**src/rtl/core/pps_pkg.sv**
```systemverilog
// Shared types, constants and controller interface of the preemptive priority scheduler.
package pps_pkg;

    localparam int DEF_MAX_PROCS = 16;

    localparam int TIME_W  = 32;
    localparam int TICK_W  = 16;
    localparam int PRIO_W  = 8;
    localparam int SLOT_W  = 4;

    localparam logic OP_LOAD = 1'b0;
    localparam logic OP_TICK = 1'b1;

    typedef struct packed {
        logic              op;
        logic [TICK_W-1:0] arrival_time;
        logic [TICK_W-1:0] burst_length;
        logic [PRIO_W-1:0] task_priority;
    } req_t;

    typedef struct packed {
        logic [SLOT_W-1:0] task_slot;
        logic              idle_tick;
        logic              task_finished;
        logic [TIME_W-1:0] completion_time;
        logic [TIME_W-1:0] turnaround_time;
        logic [TIME_W-1:0] waiting_time;
        logic              all_finished;
        logic              table_full;
    } rsp_t;

    typedef struct packed {
        logic [TICK_W-1:0] ready_time;
        logic [TICK_W-1:0] work_left;
        logic [TICK_W-1:0] full_burst;
        logic [PRIO_W-1:0] rank;
    } entry_t;

    typedef enum logic [2:0] {
        S_IDLE,
        S_LOAD,
        S_SCAN,
        S_DRAIN,
        S_UPDATE,
        S_FINISH
    } state_t;

    typedef struct packed {
        logic accept;
        logic load;
        logic scan_step;
        logic update;
        logic emit;
    } ctrl_cmd_t;

    typedef struct packed {
        logic req_op;
        logic count_zero;
        logic scan_last;
        logic out_free;
    } ctrl_sts_t;

endpackage

```
**src/rtl/core/pps_ctrl.sv**
```systemverilog
// Sequencing state machine of the preemptive priority scheduler.
module pps_ctrl (
    input  logic              clk,
    input  logic              rst_n,
    input  logic              req_valid,
    output logic              req_stall,
    input  pps_pkg::ctrl_sts_t sts,
    output pps_pkg::ctrl_cmd_t cmd
);

    pps_pkg::state_t state_reg;
    pps_pkg::state_t state_next;

    always_ff @(posedge clk or negedge rst_n)
    begin
        if (!rst_n)
        begin
            state_reg <= pps_pkg::S_IDLE;
        end
        else
        begin
            state_reg <= state_next;
        end
    end

    always_comb
    begin
        state_next = state_reg;
        cmd        = '0;
        req_stall  = 1'b1;
        unique case (state_reg)
            pps_pkg::S_IDLE:
            begin
                req_stall = 1'b0;
                if (req_valid)
                begin
                    cmd.accept = 1'b1;
                    if (sts.req_op == pps_pkg::OP_LOAD)
                    begin
                        state_next = pps_pkg::S_LOAD;
                    end
                    else if (sts.count_zero)
                    begin
                        state_next = pps_pkg::S_UPDATE;
                    end
                    else
                    begin
                        state_next = pps_pkg::S_SCAN;
                    end
                end
            end
            pps_pkg::S_LOAD:
            begin
                cmd.load   = 1'b1;
                state_next = pps_pkg::S_FINISH;
            end
            pps_pkg::S_SCAN:
            begin
                cmd.scan_step = 1'b1;
                if (sts.scan_last)
                begin
                    state_next = pps_pkg::S_DRAIN;
                end
            end
            pps_pkg::S_DRAIN:
            begin
                state_next = pps_pkg::S_UPDATE;
            end
            pps_pkg::S_UPDATE:
            begin
                cmd.update = 1'b1;
                state_next = pps_pkg::S_FINISH;
            end
            pps_pkg::S_FINISH:
            begin
                if (sts.out_free)
                begin
                    cmd.emit   = 1'b1;
                    state_next = pps_pkg::S_IDLE;
                end
            end
            default:
            begin
                state_next = pps_pkg::S_IDLE;
            end
        endcase
    end

endmodule

```
**src/rtl/core/pps_datapath.sv**
```systemverilog
// Task table, winner scan, counters and result register of the scheduler.
module pps_datapath #(
    parameter int MAX_PROCS = pps_pkg::DEF_MAX_PROCS
) (
    input  logic               clk,
    input  logic               rst_n,
    input  pps_pkg::req_t      req,
    input  pps_pkg::ctrl_cmd_t cmd,
    output pps_pkg::ctrl_sts_t sts,
    output logic               rsp_valid,
    input  logic               rsp_stall,
    output pps_pkg::rsp_t      rsp
);

    localparam int IDX_W = $clog2(MAX_PROCS);
    localparam int CNT_W = $clog2(MAX_PROCS + 1);

    pps_pkg::entry_t mem [MAX_PROCS];

    pps_pkg::req_t                   req_reg;
    logic [CNT_W-1:0]                loaded_reg;
    logic [CNT_W-1:0]                loaded_next;
    logic [CNT_W-1:0]                finished_reg;
    logic [CNT_W-1:0]                finished_next;
    logic [pps_pkg::TIME_W-1:0]      now_reg;
    logic [IDX_W-1:0]                idx_reg;
    logic                            cand_valid_reg;
    logic [IDX_W-1:0]                cand_idx_reg;
    pps_pkg::entry_t                 rd_data_reg;
    logic                            found_reg;
    logic [IDX_W-1:0]                best_slot_reg;
    logic [pps_pkg::TICK_W-1:0]      best_ready_reg;
    logic [pps_pkg::TICK_W-1:0]      best_work_reg;
    logic [pps_pkg::TICK_W-1:0]      best_burst_reg;
    logic [pps_pkg::PRIO_W-1:0]      best_rank_reg;
    logic [pps_pkg::SLOT_W-1:0]      res_slot_reg;
    logic                            res_idle_reg;
    logic                            res_fin_reg;
    logic                            res_full_reg;
    logic [pps_pkg::TIME_W-1:0]      res_tat_reg;
    logic                            rsp_valid_reg;
    logic                            rsp_valid_next;
    pps_pkg::rsp_t                   rsp_reg;

    logic                            table_full;
    logic [pps_pkg::TICK_W-1:0]      load_burst;
    logic                            eligible;
    logic                            better;
    logic                            wr_en;
    logic [IDX_W-1:0]                wr_addr;
    pps_pkg::entry_t                 wr_data;
    logic                            tick_fin;
    logic [pps_pkg::TIME_W-1:0]      wait_time;

    assign table_full = (loaded_reg >= CNT_W'(MAX_PROCS));
    assign load_burst = (req_reg.burst_length == '0) ? pps_pkg::TICK_W'(1)
                                                      : req_reg.burst_length;

    assign eligible = cand_valid_reg && (rd_data_reg.work_left != '0) &&
                      ({{(pps_pkg::TIME_W - pps_pkg::TICK_W){1'b0}},
                        rd_data_reg.ready_time} <= now_reg);
    assign better   = !found_reg || (rd_data_reg.rank > best_rank_reg) ||
                      ((rd_data_reg.rank == best_rank_reg) &&
                       (rd_data_reg.ready_time < best_ready_reg));

    assign tick_fin = found_reg && (best_work_reg == pps_pkg::TICK_W'(1));

    assign sts.req_op     = req.op;
    assign sts.count_zero = (loaded_reg == '0);
    assign sts.scan_last  = (CNT_W'(idx_reg) == (loaded_reg - CNT_W'(1)));
    assign sts.out_free   = !rsp_valid_reg || !rsp_stall;

    always_comb
    begin
        wr_en   = 1'b0;
        wr_addr = idx_reg;
        wr_data = '0;
        if (cmd.load && !table_full)
        begin
            wr_en              = 1'b1;
            wr_addr            = loaded_reg[IDX_W-1:0];
            wr_data.ready_time = req_reg.arrival_time;
            wr_data.work_left  = load_burst;
            wr_data.full_burst = load_burst;
            wr_data.rank       = req_reg.task_priority;
        end
        else if (cmd.update && found_reg)
        begin
            wr_en              = 1'b1;
            wr_addr            = best_slot_reg;
            wr_data.ready_time = best_ready_reg;
            wr_data.work_left  = best_work_reg - pps_pkg::TICK_W'(1);
            wr_data.full_burst = best_burst_reg;
            wr_data.rank       = best_rank_reg;
        end
    end

    always_ff @(posedge clk)
    begin
        if (wr_en)
        begin
            mem[wr_addr] <= wr_data;
        end
        if (cmd.scan_step)
        begin
            rd_data_reg <= mem[idx_reg];
        end
    end

    always_comb
    begin
        loaded_next   = loaded_reg;
        finished_next = finished_reg;
        if (cmd.load && !table_full)
        begin
            loaded_next = loaded_reg + CNT_W'(1);
        end
        if (cmd.update && tick_fin)
        begin
            finished_next = finished_reg + CNT_W'(1);
        end
    end

    always_ff @(posedge clk or negedge rst_n)
    begin
        if (!rst_n)
        begin
            loaded_reg     <= '0;
            finished_reg   <= '0;
            now_reg        <= '0;
            idx_reg        <= '0;
            cand_valid_reg <= 1'b0;
            found_reg      <= 1'b0;
            rsp_valid_reg  <= 1'b0;
        end
        else
        begin
            loaded_reg     <= loaded_next;
            finished_reg   <= finished_next;
            cand_valid_reg <= cmd.scan_step;
            rsp_valid_reg  <= rsp_valid_next;
            if (cmd.update)
            begin
                now_reg <= now_reg + pps_pkg::TIME_W'(1);
            end
            if (cmd.accept)
            begin
                idx_reg   <= '0;
                found_reg <= 1'b0;
            end
            else
            begin
                if (cmd.scan_step)
                begin
                    idx_reg <= idx_reg + IDX_W'(1);
                end
                if (eligible)
                begin
                    found_reg <= 1'b1;
                end
            end
        end
    end

    always_ff @(posedge clk)
    begin
        if (cmd.accept)
        begin
            req_reg <= req;
        end
        if (cmd.scan_step)
        begin
            cand_idx_reg <= idx_reg;
        end
        if (eligible && better)
        begin
            best_slot_reg  <= cand_idx_reg;
            best_ready_reg <= rd_data_reg.ready_time;
            best_work_reg  <= rd_data_reg.work_left;
            best_burst_reg <= rd_data_reg.full_burst;
            best_rank_reg  <= rd_data_reg.rank;
        end
        if (cmd.load)
        begin
            res_slot_reg <= table_full ? '0 : pps_pkg::SLOT_W'(loaded_reg[IDX_W-1:0]);
            res_idle_reg <= 1'b0;
            res_fin_reg  <= 1'b0;
            res_full_reg <= table_full;
            res_tat_reg  <= '0;
        end
        if (cmd.update)
        begin
            res_slot_reg <= found_reg ? pps_pkg::SLOT_W'(best_slot_reg) : '0;
            res_idle_reg <= !found_reg;
            res_fin_reg  <= tick_fin;
            res_full_reg <= 1'b0;
            res_tat_reg  <= now_reg + pps_pkg::TIME_W'(1) -
                            {{(pps_pkg::TIME_W - pps_pkg::TICK_W){1'b0}}, best_ready_reg};
        end
        if (cmd.emit)
        begin
            rsp_reg.task_slot       <= res_slot_reg;
            rsp_reg.idle_tick       <= res_idle_reg;
            rsp_reg.task_finished   <= res_fin_reg;
            rsp_reg.completion_time <= res_fin_reg ? now_reg : '0;
            rsp_reg.turnaround_time <= res_fin_reg ? res_tat_reg : '0;
            rsp_reg.waiting_time    <= res_fin_reg ? wait_time : '0;
            rsp_reg.all_finished    <= (finished_reg == loaded_reg);
            rsp_reg.table_full      <= res_full_reg;
        end
    end

    assign wait_time = res_tat_reg -
                       {{(pps_pkg::TIME_W - pps_pkg::TICK_W){1'b0}}, best_burst_reg};

    always_comb
    begin
        rsp_valid_next = rsp_valid_reg;
        if (cmd.emit)
        begin
            rsp_valid_next = 1'b1;
        end
        else if (!rsp_stall)
        begin
            rsp_valid_next = 1'b0;
        end
    end

    assign rsp_valid = rsp_valid_reg;
    assign rsp       = rsp_reg;

endmodule

```
**src/rtl/core/preemptive_priority_scheduler.sv**
```systemverilog
// Top level of the preemptive priority scheduler: controller plus datapath.
//
//  channel   direction  handshake               payload
//  req       in         req_valid / req_stall   pps_pkg::req_t
//  rsp       out        rsp_valid / rsp_stall   pps_pkg::rsp_t
//
// A load request passes through the load and finish states; a tick request passes
// through the scan, drain, update and finish states, the scan reading one task table
// entry per cycle through one port. With no tasks loaded a tick skips scan and drain.
// Reset clears counters, time and handshake state; table entries are not cleared.
// A stalled response holds while the next request is accepted and worked on.
module preemptive_priority_scheduler #(
    parameter int MAX_PROCS = pps_pkg::DEF_MAX_PROCS
) (
    input  logic          clk,
    input  logic          rst_n,
    input  logic          req_valid,
    output logic          req_stall,
    input  pps_pkg::req_t req,
    output logic          rsp_valid,
    input  logic          rsp_stall,
    output pps_pkg::rsp_t rsp
);

    pps_pkg::ctrl_cmd_t cmd;
    pps_pkg::ctrl_sts_t sts;

    pps_ctrl u_ctrl (
        .clk       (clk),
        .rst_n     (rst_n),
        .req_valid (req_valid),
        .req_stall (req_stall),
        .sts       (sts),
        .cmd       (cmd)
    );

    pps_datapath #(
        .MAX_PROCS (MAX_PROCS)
    ) u_datapath (
        .clk       (clk),
        .rst_n     (rst_n),
        .req       (req),
        .cmd       (cmd),
        .sts       (sts),
        .rsp_valid (rsp_valid),
        .rsp_stall (rsp_stall),
        .rsp       (rsp)
    );

endmodule
```
**config.mk**
```make
export PLATFORM = sky130hd
export DESIGN_NAME = preemptive_priority_scheduler
export DESIGN_NICKNAME = d
export VERILOG_FILES = /design/src/rtl/core/pps_pkg.sv /design/src/rtl/core/pps_ctrl.sv /design/src/rtl/core/pps_datapath.sv /design/src/rtl/core/preemptive_priority_scheduler.sv
export SDC_FILE = /design/constraint.sdc
export NUM_CORES = 1
export LEC_CHECK = 0
export BUFFER_PORTS_ARGS = -buffer_cell sky130_fd_sc_hd__buf_2
export CORE_MARGIN = 8
export CORE_UTILIZATION = 50
export CTS_CLUSTER_DIAMETER = 40
export CTS_CLUSTER_SIZE = 30
export DETAILED_ROUTE_END_ITERATION = 8
export GPL_TIMING_DRIVEN = 0
export PLACE_DENSITY = 0.76
export RECOVER_POWER = 25
export REMOVE_ABC_BUFFERS = 1
export SKIP_CTS_REPAIR_TIMING = 1
export SLEW_MARGIN = 20
export SYNTH_ARGS = -nofsm -noshare
export SYNTH_HDL_FRONTEND = slang
export SYNTH_HIERARCHICAL = 1
export SYNTH_SLANG_ARGS = --single-unit
```
**constraint.sdc**
```tcl
create_clock -name clk -period 7.19 [get_ports clk]
set_clock_uncertainty 0.15 [all_clocks]
set_input_delay 1.0785 -clock clk [delete_from_list [all_inputs] [get_ports clk]]
set_output_delay 1.0785 -clock clk [all_outputs]
set_load 0.1 [all_outputs]
```
==> metrics.cfg <==
[route]
wl_um = 129000
drtAntennaViolNets = 0
first_iter_violations = 3859
firstDrtPassIters = 6
vias = 27830
drc = 0
wl_per_cell_um = 29.00
vias_per_cell = 6.254

[floorplanning]
io_pins = 151
dieArea_um2 = 111900
num_rows = 117
coreArea_um2 = 101200
start_util = 0.5016
die_h_um = 334.6
die_w_um = 334.6

[power_and_ir_drop]
power.leakage_nw = 19.41
ir_drop_mv = 0.5846
power_density_nw_per_um2 = 409.6

[finish]
diodes = 0
final_cell_mix = edfxtp_1 (1198), mux4_2 (280), clkbuf_16 (140), clkbuf_1 (132), nor2_1 (123)
area_delta_synth_final_pct = 17.29
drive_gt1_frac = 0.2272
largest_reg_flops = 896
nNetsFinal = 3097
final_common_cell = edfxtp_1
finish.utilization = 0.5883

[setup_path]
end_kind = flop
crit_top_cell = buf_16
timing.rr.end = u_datapath/mem[5][49]$_DFFE_PP_
crit_family = simple AND/OR/NAND/NOR gates
startpoint_type = flop
required_ns = 7.46
slowest_delay_ns = 0.88
crit_slowest_cell = nor3b_1
cp_max_fo = 31
cp.arrival_ns = 6.48
crit_buf_inv = 6
cp-startpoint = u_ctrl/state_reg[2]$_DFFE_PN0P_
cp-endpoint = u_datapath/mem[5][49]$_DFFE_PP_
path_cells = nor3b_1 -> inv_1 -> nor2_1 -> nand2_4 -> buf_12 -> o22ai_1 -> nand2_1 -> nor2_4 -> buf_16 -> buf_16 -> buf_12 -> buf_16
ff2ff_setup_slack_ns = 0.98
worstSetupPathType = reg -> reg
worstRegToRegCells = 12
r2r_start = u_ctrl/state_reg[2]$_DFFE_PN0P_
path_depth = 12

[global_route]
grt_pass1_wl_um = 188700
antenna_found_initial = 1
grtUsageTotal = 0.2284
grt_pass1_vias = 28670
grt-ovfl-total = 0
grt_max_degree = 56

[sta]
finalSetupViolCount = 0
drv_slew = 448
relSlewSlack = -1.268
worst_pin_slew_ns = 3.402
period_minus_slack_ns = 6.205
finalSetupTns_ns = 0
hold_violations = 0
rsz0062_at_grt = no
fmax_mhz = 161.2
period_share = 0.8630

[synthesis]
synth_edf_count = 1198
synth_top_area_share = 0.7090
yosys_warnings = 6
ys_ff_latch = 1251
synth_area_um2 = 50740
ys.flop_type = edfxtp_1
netlist-cell-type-count = 81
ys_seq_area_frac = 0.7351
syn_avg_cell_area_um2 = 18.85
synth_area_leaders = edfxtp_1 (71%), mux4_2 (12%), dfrtp_1 (2.6%)
synthArstFlopShare = 0.04157
synth_largest_area_cell = edfxtp_1
synth_cells = 2692

[clock_tree]
clk_pin_slew_ns = 0.06
cts_buffers = 137
root_buffer = clkbuf_16
clock_path_buffers = 3
htree_levels = 4
cts_tree = built
cts_sinks = 1251
clk_latency_ns = 0.74

[min_path]
hold_path.class = reg -> reg

[placement]
dp_hpwl_um = 80860
place.gp.congestion = 0.9040
io_buffer_count = 150

[outcome]
violations = max-capacitance violations, max-slew violations
status = finished with violations

[run]
cap_violations = 13

## synth_stat cells (18+ instances only)
| cell type | number |
|---|---|
| mux4_2 | 280 |
| and2_1 | 52 |
| nand4_1 | 40 |
| nor2_1 | 139 |
| nand3_1 | 28 |
| o21ai_0 | 92 |
| inv_1 | 77 |
| nand2_1 | 113 |
| dfrtp_1 | 52 |
| nor4_1 | 24 |
| xor2_1 | 34 |
| o21a_1 | 18 |
| clkbuf_1 | 76 |
| xnor2_1 | 93 |
| ha_1 | 80 |
| edfxtp_1 | 1198 |
| nor3_1 | 38 |
| buf_1 | 31 |
| a21oi_1 | 42 |
## layer usage
layer  global-route usage  up-vias  share of wire
li1                     -    11340              -
met1               0.2907    14250           0.36
met2               0.3772     1882           0.49
met3              0.05690      350           0.11
met4              0.09337        0          0.042
met5                    0        -              0
## report_power, final
group	leakage [nW]	internal, mW	switching [mW]
Sequential	11.8	9.64	0.586
Combinational	5.35	2.07	4.91
Clock	2.26	4.07	3.11
Total	19.4	15.8	8.60
## layout make-up
cell class,count,area (um2)
Tap cell,1368,1712
Fill cell,7001,41640
Multi-Input combinational cell,1239,12780
Timing Repair Buffer,263,2728
Clock inverter,105,1185
Inverter,78,292.8
Sequential cell,1251,37300
Clock buffer,145,3522
## stage by stage
stage,worst slack (ns),hold slack [ns],power [mW],instances,instance area (um2)
after floorplan,-5.222,0.2503,16.30,2568,50210
after global placement,-12.30,0.2525,17.80,4086,52680
after detailed placement,1.815,0.2545,17.28,4189,55120
after CTS,1.639,0.2611,24.52,4439,59830
after global routing,0.8116,0.2776,25.15,4449,59510
final,0.9849,0.2637,24.37,4449,59510
## worst min path at each step
stage | depth (start not counted) | start | slack, ns | to
after floorplan | 0 | u_datapath/rd_data_reg[8]$_DFFE_PP_ | 0.25 | u_datapath/best_burst_reg[0]$_DFFE_PP_
after global placement | 0 | u_datapath/rd_data_reg[14]$_DFFE_PP_ | 0.25 | u_datapath/best_burst_reg[6]$_DFFE_PP_
after global routing | 0 | u_datapath/rd_data_reg[18]$_DFFE_PP_ | 0.28 | u_datapath/best_burst_reg[10]$_DFFE_PP_
final | 0 | u_datapath/rd_data_reg[20]$_DFFE_PP_ | 0.26 | u_datapath/best_burst_reg[12]$_DFFE_PP_
after CTS | 1 | rst_n | 0.26 | u_datapath/now_reg[30]$_DFFE_PN0P_
after detailed placement | 0 | u_datapath/rd_data_reg[20]$_DFFE_PP_ | 0.25 | u_datapath/best_burst_reg[12]$_DFFE_PP_
## kinds of logic (layout without fill, tap and decap cells)
| logic type | count (synthesis) | in the layout | synth area share |
|---|---|---|---|
| multiplexers | 290 | 290 | 0.1264 |
| adder cells (fa/ha/maj) | 82 | 82 | 0.02052 |
| AND/OR/NAND/NOR | 514 | 514 | 0.05189 |
| flip-flops | 1251 | 1251 | 0.7351 |
| buffers and inverters | 202 | 591 | 0.01610 |
| XOR/XNOR | 127 | 127 | 0.02192 |
| AO/OA/AOI/OAI | 226 | 226 | 0.02814 |
Power figures use the tool's default switching activity.
